<file path="src/design/ordered_list_edit_engine_assert.svh">
// Assertion macros for the ordered list edit engine.
// Used by the top level; expects signals clk and rst in the including scope.
`ifndef ORDERED_LIST_EDIT_ENGINE_ASSERT_SVH
`define ORDERED_LIST_EDIT_ENGINE_ASSERT_SVH
`ifndef SYNTHESIS
// Check a property outside reset.
`define OLEE_ASSERT(name, prop) \
  name: assert property (@(posedge clk) disable iff (rst) prop) \
    else $error("olee assertion failed");
// Check a property at every edge, reset included.
`define OLEE_ASSERT_ALWAYS(name, prop) \
  name: assert property (@(posedge clk) prop) \
    else $error("olee assertion failed");
`else
`define OLEE_ASSERT(name, prop)
`define OLEE_ASSERT_ALWAYS(name, prop)
`endif
`endif

</file>
<file path="src/design/olee_pkg.sv">
// Shared types and codes for the ordered list edit engine.
// No dependencies; used by olee_decode and ordered_list_edit_engine.
`timescale 1ns / 1ps
package olee_pkg;

  localparam int DEPTH_DEF = 16;
  localparam int POS_W     = 5;
  localparam int DATA_W    = 32;

  // action codes
  localparam logic [2:0] ACT_INS_FRONT = 3'd0;
  localparam logic [2:0] ACT_INS_BACK  = 3'd1;
  localparam logic [2:0] ACT_DEL_FRONT = 3'd2;
  localparam logic [2:0] ACT_DEL_BACK  = 3'd3;
  localparam logic [2:0] ACT_INS_AT    = 3'd4;
  localparam logic [2:0] ACT_DEL_AT    = 3'd5;
  localparam logic [2:0] ACT_LIST      = 3'd6;

  // status codes
  localparam logic [1:0] ST_OK     = 2'd0;
  localparam logic [1:0] ST_EMPTY  = 2'd1;
  localparam logic [1:0] ST_FULL   = 2'd2;
  localparam logic [1:0] ST_BADPOS = 2'd3;

  // plan kinds from the decoder
  localparam logic [1:0] K_NONE = 2'd0;
  localparam logic [1:0] K_INS  = 2'd1;
  localparam logic [1:0] K_DEL  = 2'd2;
  localparam logic [1:0] K_LIST = 2'd3;

  typedef struct packed {
    logic [2:0]              action;
    logic signed [DATA_W-1:0] value;
    logic [POS_W-1:0]        position;
  } cmd_t;

  typedef struct packed {
    logic [1:0]              status;
    logic signed [DATA_W-1:0] entry;
    logic                    last;
  } rsp_t;

  typedef struct packed {
    logic [1:0] kind;
    logic [1:0] status;
  } plan_t;

endpackage

</file>
<file path="src/design/olee_decode.sv">
// Command decoder: checks an action against the current fill count.
// Depends on olee_pkg; instantiated by ordered_list_edit_engine.
`timescale 1ns / 1ps
module olee_decode #(
  parameter int DEPTH = olee_pkg::DEPTH_DEF
) (
  input  olee_pkg::cmd_t                 cmd,
  input  logic [$clog2(DEPTH+1)-1:0]     count,
  output olee_pkg::plan_t                plan,
  output logic [$clog2(DEPTH)-1:0]       idx
);
  localparam int IDX_W = $clog2(DEPTH);
  localparam int CNT_W = $clog2(DEPTH + 1);
  localparam int CMP_W = (CNT_W > olee_pkg::POS_W) ? CNT_W : olee_pkg::POS_W;

  logic             full;
  logic             empty;
  logic [CMP_W-1:0] pos_x;
  logic [CMP_W-1:0] pos1;
  logic [CMP_W-1:0] cnt_x;
  logic [CNT_W-1:0] cnt_m1;

  assign full   = (count == CNT_W'(DEPTH));
  assign empty  = (count == '0);
  assign pos_x  = CMP_W'(cmd.position);
  assign cnt_x  = CMP_W'(count);
  assign pos1   = (pos_x == '0) ? CMP_W'(1) : pos_x;
  assign cnt_m1 = count - CNT_W'(1);

  always_comb begin
    plan.kind   = olee_pkg::K_NONE;
    plan.status = olee_pkg::ST_OK;
    idx         = '0;
    case (cmd.action)
      olee_pkg::ACT_INS_FRONT: begin
        if (full) plan.status = olee_pkg::ST_FULL;
        else      plan.kind   = olee_pkg::K_INS;
      end
      olee_pkg::ACT_INS_BACK: begin
        if (full) begin
          plan.status = olee_pkg::ST_FULL;
        end else begin
          plan.kind = olee_pkg::K_INS;
          idx       = count[IDX_W-1:0];
        end
      end
      olee_pkg::ACT_DEL_FRONT: begin
        if (empty) plan.status = olee_pkg::ST_EMPTY;
        else       plan.kind   = olee_pkg::K_DEL;
      end
      olee_pkg::ACT_DEL_BACK: begin
        if (empty) begin
          plan.status = olee_pkg::ST_EMPTY;
        end else begin
          plan.kind = olee_pkg::K_DEL;
          idx       = cnt_m1[IDX_W-1:0];
        end
      end
      olee_pkg::ACT_INS_AT: begin
        // empty first, then full, then the position range
        if (empty) begin
          plan.status = olee_pkg::ST_EMPTY;
        end else if (full) begin
          plan.status = olee_pkg::ST_FULL;
        end else if (pos1 > cnt_x) begin
          plan.status = olee_pkg::ST_BADPOS;
        end else begin
          plan.kind = olee_pkg::K_INS;
          idx       = pos1[IDX_W-1:0];
        end
      end
      olee_pkg::ACT_DEL_AT: begin
        if (empty) begin
          plan.status = olee_pkg::ST_EMPTY;
        end else if (pos_x >= cnt_x) begin
          plan.status = olee_pkg::ST_BADPOS;
        end else begin
          plan.kind = olee_pkg::K_DEL;
          idx       = pos_x[IDX_W-1:0];
        end
      end
      olee_pkg::ACT_LIST: begin
        if (empty) plan.status = olee_pkg::ST_EMPTY;
        else       plan.kind   = olee_pkg::K_LIST;
      end
      default: begin
        plan.kind   = olee_pkg::K_NONE;
        plan.status = olee_pkg::ST_OK;
      end
    endcase
  end

endmodule

</file>
<file path="src/design/ordered_list_edit_engine.sv">
// Ordered list edit engine: up to DEPTH signed values; each cell move takes a read state and a write state.
// Refused or empty commands give one beat; an insert or delete moving m cells (m <= count)
//   gives its beat once the last move is done.
// A list of n entries streams n beats, one per cycle.
// Busy holds while the cell memory is being shifted or read; no new command is accepted while busy.
// Reset (rst, synchronous, active high) empties the list; cell contents are not cleared.
`timescale 1ns / 1ps
`include "ordered_list_edit_engine_assert.svh"
module ordered_list_edit_engine #(
  parameter int DEPTH = olee_pkg::DEPTH_DEF
) (
  input  logic           clk,
  input  logic           rst,
  input  logic           start,
  output logic           busy,
  input  olee_pkg::cmd_t cmd,
  output logic           strobe,
  output olee_pkg::rsp_t result
);
  localparam int IDX_W = $clog2(DEPTH);
  localparam int CNT_W = $clog2(DEPTH + 1);

  // sequencer states
  localparam logic [2:0] S_IDLE  = 3'd0;
  localparam logic [2:0] S_INS   = 3'd1;  // read cell below cur, or drop value in
  localparam logic [2:0] S_IWR   = 3'd2;  // write moved cell up
  localparam logic [2:0] S_DEL   = 3'd3;  // read cell above cur, or finish
  localparam logic [2:0] S_DWR   = 3'd4;  // write moved cell down
  localparam logic [2:0] S_LIST  = 3'd5;  // issue one read per cycle
  localparam logic [2:0] S_DRAIN = 3'd6;  // last read data in flight

  logic [2:0]                   state;
  logic [CNT_W-1:0]             count;
  logic [IDX_W-1:0]             cur;
  logic [IDX_W-1:0]             tgt;
  logic signed [olee_pkg::DATA_W-1:0] val;
  logic                         pend;
  logic                         pend_last;

  // cell memory: one write and one registered read port
  logic signed [olee_pkg::DATA_W-1:0] cells [DEPTH];
  logic signed [olee_pkg::DATA_W-1:0] rd_data;
  logic signed [olee_pkg::DATA_W-1:0] wd;
  logic [IDX_W-1:0]             wa;
  logic [IDX_W-1:0]             ra;
  logic                         we;

  olee_pkg::plan_t              plan;
  logic [IDX_W-1:0]             plan_idx;
  logic                         accept;
  logic                         cur_at_end;
  logic                         ins_done;
  logic                         del_done;
  logic                         refuse;

  olee_decode #(
    .DEPTH (DEPTH)
  ) u_decode (
    .cmd   (cmd),
    .count (count),
    .plan  (plan),
    .idx   (plan_idx)
  );

  assign busy       = (state != S_IDLE);
  assign accept     = start && !busy;
  // true when cur is the last occupied index
  assign cur_at_end = ((CNT_W'(cur) + CNT_W'(1)) == count);
  // an edit finishes when the value lands or the tail cell has been pulled down
  assign ins_done   = (state == S_INS) && (cur == tgt);
  assign del_done   = (state == S_DEL) && cur_at_end;
  // refusals, empty lists and unknown codes answer at once
  assign refuse     = accept && (plan.kind == olee_pkg::K_NONE);

  // memory port steering for the shared shift step
  always_comb begin
    we = 1'b0;
    wa = cur;
    wd = rd_data;
    ra = cur;
    case (state)
      S_INS: begin
        if (cur == tgt) begin
          we = 1'b1;
          wd = val;
        end else begin
          ra = cur - IDX_W'(1);
        end
      end
      S_IWR:   we = 1'b1;
      S_DEL: begin
        // no read past the tail
        if (!cur_at_end) ra = cur + IDX_W'(1);
      end
      S_DWR:   we = 1'b1;
      default: ra = cur;
    endcase
  end

  always_ff @(posedge clk) begin
    if (we) begin
      cells[wa] <= wd;
    end
    rd_data <= cells[ra];
  end

  // sequencer
  always_ff @(posedge clk) begin
    if (rst) begin
      state  <= S_IDLE;
      count  <= '0;
      strobe <= 1'b0;
      pend   <= 1'b0;
    end else begin
      // a listed entry passes through rd_data and then the result register, with pend then strobe beside it
      strobe <= pend || refuse || ins_done || del_done;
      pend   <= (state == S_LIST);
      if (ins_done) begin
        count <= count + CNT_W'(1);
      end else if (del_done) begin
        count <= count - CNT_W'(1);
      end
      case (state)
        S_IDLE: begin
          if (accept) begin
            tgt <= plan_idx;
            val <= cmd.value;
            case (plan.kind)
              olee_pkg::K_INS: begin
                // start shifting from the back end down to the target
                cur   <= count[IDX_W-1:0];
                state <= S_INS;
              end
              olee_pkg::K_DEL: begin
                cur   <= plan_idx;
                state <= S_DEL;
              end
              olee_pkg::K_LIST: begin
                cur   <= '0;
                state <= S_LIST;
              end
              default: state <= S_IDLE;
            endcase
          end
        end
        S_INS: state <= (cur == tgt) ? S_IDLE : S_IWR;
        S_IWR: begin
          cur   <= cur - IDX_W'(1);
          state <= S_INS;
        end
        S_DEL: state <= cur_at_end ? S_IDLE : S_DWR;
        S_DWR: begin
          cur   <= cur + IDX_W'(1);
          state <= S_DEL;
        end
        S_LIST: begin
          if (cur_at_end) state <= S_DRAIN;
          else            cur   <= cur + IDX_W'(1);
        end
        S_DRAIN: state <= S_IDLE;
        default: state <= S_IDLE;
      endcase
    end
  end

  // result register: hold the beat contents for the strobe cycle
  always_ff @(posedge clk) begin
    if (pend) begin
      result <= '{status: olee_pkg::ST_OK, entry: rd_data, last: pend_last};
    end else if (refuse) begin
      result <= '{status: plan.status, entry: '0, last: 1'b1};
    end else if (ins_done || del_done) begin
      result <= '{status: olee_pkg::ST_OK, entry: '0, last: 1'b1};
    end
    if (state == S_LIST) begin
      pend_last <= cur_at_end;
    end
  end

  // fill count never passes the depth
  `OLEE_ASSERT(a_count_range, count <= CNT_W'(DEPTH))
  // reset empties the list and drops any pending beat
  `OLEE_ASSERT_ALWAYS(a_reset_clears, rst |=> (count == '0) && !busy && !strobe)
  // a refusal is always a single, final beat
  `OLEE_ASSERT(a_err_single, strobe && (result.status != olee_pkg::ST_OK) |-> result.last)
  // one edit moves the count by at most one
  `OLEE_ASSERT(a_count_step, !$past(rst) |-> (count - $past(count) + CNT_W'(1)) <= CNT_W'(2))
  // a non-empty list holds busy and gives no beat on the next cycle
  `OLEE_ASSERT(a_list_busy, accept && (cmd.action == olee_pkg::ACT_LIST) && (count != '0) |=> busy && !strobe)

endmodule
</file>
<file path="config.mk">
export PLATFORM = sky130hd
export DESIGN_NAME = ordered_list_edit_engine
export DESIGN_NICKNAME = d
export VERILOG_FILES = /design/src/design/olee_pkg.sv /design/src/design/olee_decode.sv /design/src/design/ordered_list_edit_engine.sv
export VERILOG_INCLUDE_DIRS = /design/src /design/src/design
export SDC_FILE = /design/constraint.sdc
export NUM_CORES = 1
export LEC_CHECK = 0
export ABC_AREA = 1
export BUFFER_PORTS_ARGS = -buffer_cell sky130_fd_sc_hd__buf_4
export CORE_MARGIN = 2
export CORE_UTILIZATION = 51
export CTS_CLUSTER_DIAMETER = 120
export CTS_CLUSTER_SIZE = 24
export DETAILED_ROUTE_END_ITERATION = 16
export PLACE_DENSITY_LB_ADDON = 0.05
export SLEW_MARGIN = 30
export SYNTH_ARGS = -nofsm -noshare
export SYNTH_HDL_FRONTEND = slang
export SYNTH_HIERARCHICAL = 1
export SYNTH_SLANG_ARGS = --single-unit
</file>
<file path="constraint.sdc">
create_clock -name clk -period 3.85 [get_ports clk]
set_input_delay 0.385 -clock clk [delete_from_list [all_inputs] [get_ports clk]]
set_output_delay 0.385 -clock clk [all_outputs]
set_load 0.01 [all_outputs]
</file>
# == After elaboration in Yosys (flattened, before gate mapping) ==
# Memories as Yosys holds them, arrays and structs flattened. A register that Yosys moved wholly into a read port is not among the register bits.
# Index checks and enable logic that the tools add are counted.
# op_classes
addsub,5
n_mul,0
n_div,0
order_cmp,2
eq_ne,20
shifts,0
muxes,48
n_bitwise,1
reduce_logical,25
# ops
op,count
35-bit 2-to-1 mux,2
32-bit 2-to-1 mux,2
4-bit 2-to-1 mux,10
33-bit 2-to-1 mux,1
4-bit one-hot mux with 4 select lines,2
2-bit 2-to-1 mux,13
4-bit one-hot mux with 5 select lines,1
3-bit one-hot mux with 6 select lines,1
3-bit == test (second input constant),5
5-bit 2-to-1 mux,3
3-bit by 2-bit == test with 1-bit output (second input constant),4
4-bit one-hot mux with 3 select lines,1
5-bit logical NOT,2
3-bit 2-to-1 mux,3
3-bit one-hot mux with 3 select lines,1
4-bit one-hot mux with 2 select lines,1
3-bit by 1-bit == test with 1-bit output (second input constant),2
3-bit logical NOT,2
1-bit 2-to-1 mux,6
3-bit nonzero test,2
2-bit OR reduction,3
4-bit by 1-bit adder with 5-bit output (second input constant),1
5-bit by 1-bit adder with 5-bit output (second input constant),1
5-bit == test,1
22 further kinds,31
# totals
regBits,86
latch_bits,0
mem_bits_rw,512
romBits,0
inputBits,43
out_inout_bits,37
word_cells,113
mem_count,1
# memory_table
name,depth,word_bits,read_ports,rd_ports_with_merged_regs,write_ports,line_no,source
cells,16,32,1,1,1,ordered_list_edit_engine.sv:41,logic signed [olee_pkg::DATA_W-1:0] cells [DEPTH];

# == Longest topological paths before layout ==
# logic_depth
ltp_word,12
depth_mapped,21
ltp_nobuf,19

# == Cells and area by module ==
# The synthesis kept the hierarchy.
# modules_own_cells
mod,n_inst,cells_per_inst,area_per_inst_um2,seq_area_each_um2
ordered_list_edit_engine,1,2471,27168.6,18477.7
olee_decode,1,112,613.1,0.0

# == Worst setup path after synthesis ==
# No wires, ideal clock.
# synth_timing
path_kind,flip-flop to flip-flop
start,register cur[2]
end,memory cells[11][0] in the netlist's numbering (enable)
setup_time_ns,0.461
t_arrival_ns,3.608
required_ns,3.389
setup_slack_ns,-0.219
path_stages_with_launch,11
n_path_buf,2
period_less_slack_ns,4.069
path_cell_list,edfxtp_1 > buf_4 > xor2_1 > nor2_1 > nand2_2 > inv_2 > nand2_1 > buf_2 > nand2_1 > inv_1 > nor3_1
# synth_between
elab_chain_cells,5
# synth_rtl
item,line_no,source
"start, declared",ordered_list_edit_engine.sv:34,logic [IDX_W-1:0] cur;
"start signal, assigned",ordered_list_edit_engine.sv:131,cur <= count[IDX_W-1:0];
"start signal, assigned",ordered_list_edit_engine.sv:135,cur <= plan_idx;
"start signal, assigned",ordered_list_edit_engine.sv:148,cur <= cur - IDX_W'(1);
4-bit == test,ordered_list_edit_engine.sv:83,if (cur == tgt) begin
1-bit 2-to-1 mux,ordered_list_edit_engine.sv:83,
1-bit one-hot mux with 2 select lines,ordered_list_edit_engine.sv:81,case (state)
1-bit 2-to-1 mux,ordered_list_edit_engine.sv:101,if (we) begin
1-bit 2-to-1 mux (not written as such),ordered_list_edit_engine.sv:102,cells[wa] <= wd;
"end, declared",ordered_list_edit_engine.sv:41,
# Several ways; a longest one is shown, not always the timed one.

# == Final worst setup path ==
# layout_timing
start,register cur[0]
end,register rd_data[16] in the netlist's numbering (read register of cells)
# layout_between
elab_chain_cells,4
word_cells_on_any_way,8
cone_classes,3 x add/sub; 2 x eq/ne; 3 x mux
# layout_rtl
item,line_no,source
4-bit by 1-bit adder with 5-bit output,ordered_list_edit_engine.sv:68,assign cur_at_end = ((CNT_W'(cur) + CNT_W'(1)) == count);
5-bit == test,ordered_list_edit_engine.sv:68,
4-bit 2-to-1 mux,n/a,
4-bit one-hot mux with 2 select lines (*),ordered_list_edit_engine.sv:81,
"end, declared",ordered_list_edit_engine.sv:42,logic signed [olee_pkg::DATA_W-1:0] rd_data;
# Every way passes the cells marked *; elsewhere a longest branch is shown, timed or not.
# A chain may end at the register's enable or synchronous reset.

==> impl_metrics.toml <==
[sta]
max_freq_ghz = 0.299
setup_violations = 0
tightest_slew_ps = 944
rsz0062_at_grt = "no"
drv_slew = 0
hold_viol_final = 0
period_minus_slack_ps = 3350
skew_ps = 20.7
final.period_utilization_pct = 86.9
slew_headroom_pct = 36.8

[detailed_routing]
dr.pass1.iters = 5
drcViolationCount = 0
drt-initial-drc-count = 1639
drt-total-wl_um = 69500
route.met3.wl_um = 3960
highest_layer = "met4"
m1WireLength_um = 31000
dr_wl_met2_um = 32900
route.vias.total = 18421
drtAntennaViolNets = 0
wire_per_inst_um = 20.7
vias_per_cell = 5.49

[power]
cellLeakagePower_nw = 12.5
clock_power_share_pct = 29.1
powerDensity_nw_per_um2 = 406
intPower_mw = 9.54
switching_share_pct = 23.3
p_sw_mw = 2.90
ir_worst_vdd_v = 0.000370
combPwrFrac_pct = 8.5
power_frac_seq_pct = 62.3

[placement]
gp_congestion = 0.824
dpl.hpwl_um = 36900
io_buffers = 79
place_inst = 3269

[logic_synthesis]
synth_fp_nets = 2649
yosysSeqAreaShare_pct = 66.5
syn_area_um2 = 27800
yosys_warnings = 6
avgSynthCellArea_um2 = 10.8
netlist_instances = 2583
synth-seq-cells = 630
synthDistinctLibCells = 44

[die]
dieWidth_um = 237
design.die.area_um2 = 56400
die_h_um = 237
rows = 85
fp.coreArea_um2 = 53800
io_pins = 80
start_util_pct = 51.6

[final_layout]
final_nets = 2704
post-route-util_pct = 56.9
final_common_cell = "nand3_1"
drive_above_1_share_pct = 9.66
multi_input_area_um2 = 7190
register_area_um2 = 18500
antenna-diode-count = 0
syn2layout_area_growth_pct = 10.1
final_cell_mix = "nand3_1, edfxtp_1, nand2_1"
instances_no_fill = 3357
nFillCells = 4566

[critical_path]
crit_required_ps = 4380
cp.arrival_ps = 3870
slowest_delay_ps = 590
timing.critical_path.mode_cell = "nand3_1"
path_buf_inv = 3
crit_family = "simple AND/OR/NAND/NOR gates"
worst-path-max-fanout = 128
end_kind = "register"
cp_cell_sequence = "inv_2 > ha_1 > inv_1 > nand2_1 > nand2_1 > nand3_1 > nor2_2 > nand3_4 > nand2_2 > nand3_2 > nand2_8 > buf_12 > nand3_1 > nand3_1 > nand3_1 > nand3_1 > nand2_1"
critPathKind = "register to register"
cp-start-kind = "register"
critPathSlowestCell = "edfxtp_1"
r2r_slack_ps = 500

[cts]
holdBufCountCts = 33
ctsResizeCount = 0
cts_max_level = 1
post_cts_buffers = 0
cts_buffer_depth = 3
path_clk_slew_ps = 100
clock_latency_ps = 630
cts_tree = "yes"
cts_buffers = 30
cts_sinks = 630
root_buffer = "clkbuf_16"

[global_route]
track_usage_pct = 24.7
grt.overflow.total = 0
grt_max_degree = 156
grt_pass1_wl_um = 105000
grt_pass1_vias = 17472
antenna_found_initial = 0

[run_status]
status = "finished, final reports clean"

[min_path]
hold_path.class = "input pin to register"

[flow_run]
maxCapViolCount = 0
[worst paths after layout]
path,end,depth (start not counted),from
hold / removal,tgt[3],3,cmd[3]
hold reg to reg,result[33],1,result[33]
setup reg to reg,rd_data[16],17,cur[0]
setup / recovery,rd_data[16],17,cur[0]
[cell type report]
type,count,share of cell area (%)
Sequential cell,630,60.4
Tap cell,696,2.85
Multi-Input combinational cell,1396,23.5
Clock inverter,2,0.119
Timing Repair Buffer,168,5.36
Inverter,412,5.06
Clock buffer,53,2.74
[power groups by stage]
stage | combinational [mW] | sequential [mW] | clock [mW]
global route | 1.17 | 7.76 | 3.90
global placement | 1.01 | 7.91 | 0
detailed placement | 1.03 | 7.91 | 0
CTS | 1.06 | 7.75 | 3.70
finish | 1.06 | 7.75 | 3.62
floorplan | 0.670 | 7.89 | 0
[cell families (layout without fill, tap and decap cells)]
kind of cell / Yosys count / in the layout / share of synthesized area (%)
AND/OR/NAND/NOR: 1286 / 1286 / 21.5
flip-flops: 630 / 630 / 66.5
AO/OA/AOI/OAI: 44 / 44 / 0.959
XOR/XNOR: 10 / 10 / 0.315
adder cells (fa/ha/maj): 23 / 23 / 1.06
multiplexers: 33 / 33 / 1.33
buffers and inverters: 557 / 635 / 8.30
[flip-flops by register name (all words and copies together) (netlist names)]
signal,flops
result,35
rd_data,32
val,32
cells,512
pend,1
strobe,1
cur,4
tgt,4
state,3
pend_last,1
count,5
[tightest hold or removal path, stage by stage]
cell and delay, ps:
buf_4 110, nand2_1 50, nand2_1 80
[cell usage after synthesis (all sizes together)]
master	n	area share (%)
o221a	1	0.041
ha	22	0.99
o2111ai	2	0.063
nand3	607	11
nor2	54	0.81
nand4	6	0.21
edfxtp	586	63
and3	1	0.023
xor2	8	0.25
a32o	2	0.072
mux2	32	1.3
o221ai	1	0.032
nor4	2	0.045
a21oi	12	0.22
nor3	9	0.18
dfxtp	44	3.2
nand2	539	7.4
clkbuf	37	0.50
o211ai	3	0.081
fa	1	0.072
clkinv	1	0.018
a221oi	2	0.063
buf	108	2.2
nand3b	66	1.8
or2	2	0.045
inv	411	5.6
mux2i	1	0.036
o21ai	21	0.39
xnor2	2	0.063
[per-layer routing]
| layer | GRT usage [%] | vias up |
|---|---|---|
| li1 | - | 8767 |
| met1 | 35.9 | 8988 |
| met2 | 40.6 | 576 |
| met3 | 2.38 | 90 |
| met4 | 5.74 | 0 |
| met5 | 0 | - |
[per-stage QoR]
stage	hold slack [ps]	power, mW	TNS (ps)	instance area, µm²	worst slack [ps]
2_1_floorplan	457	8.56	-21050	27800	-219
3_3_place_gp	463	8.92	0	29400	670
3_5_place_dp	463	8.94	0	29400	595
4_1_cts	76.0	12.5	0	30600	584
5_1_grt	113	12.8	0	30600	262
6_report	106	12.4	0	30600	504
No activity file was read; power rests on OpenSTA's default activity.
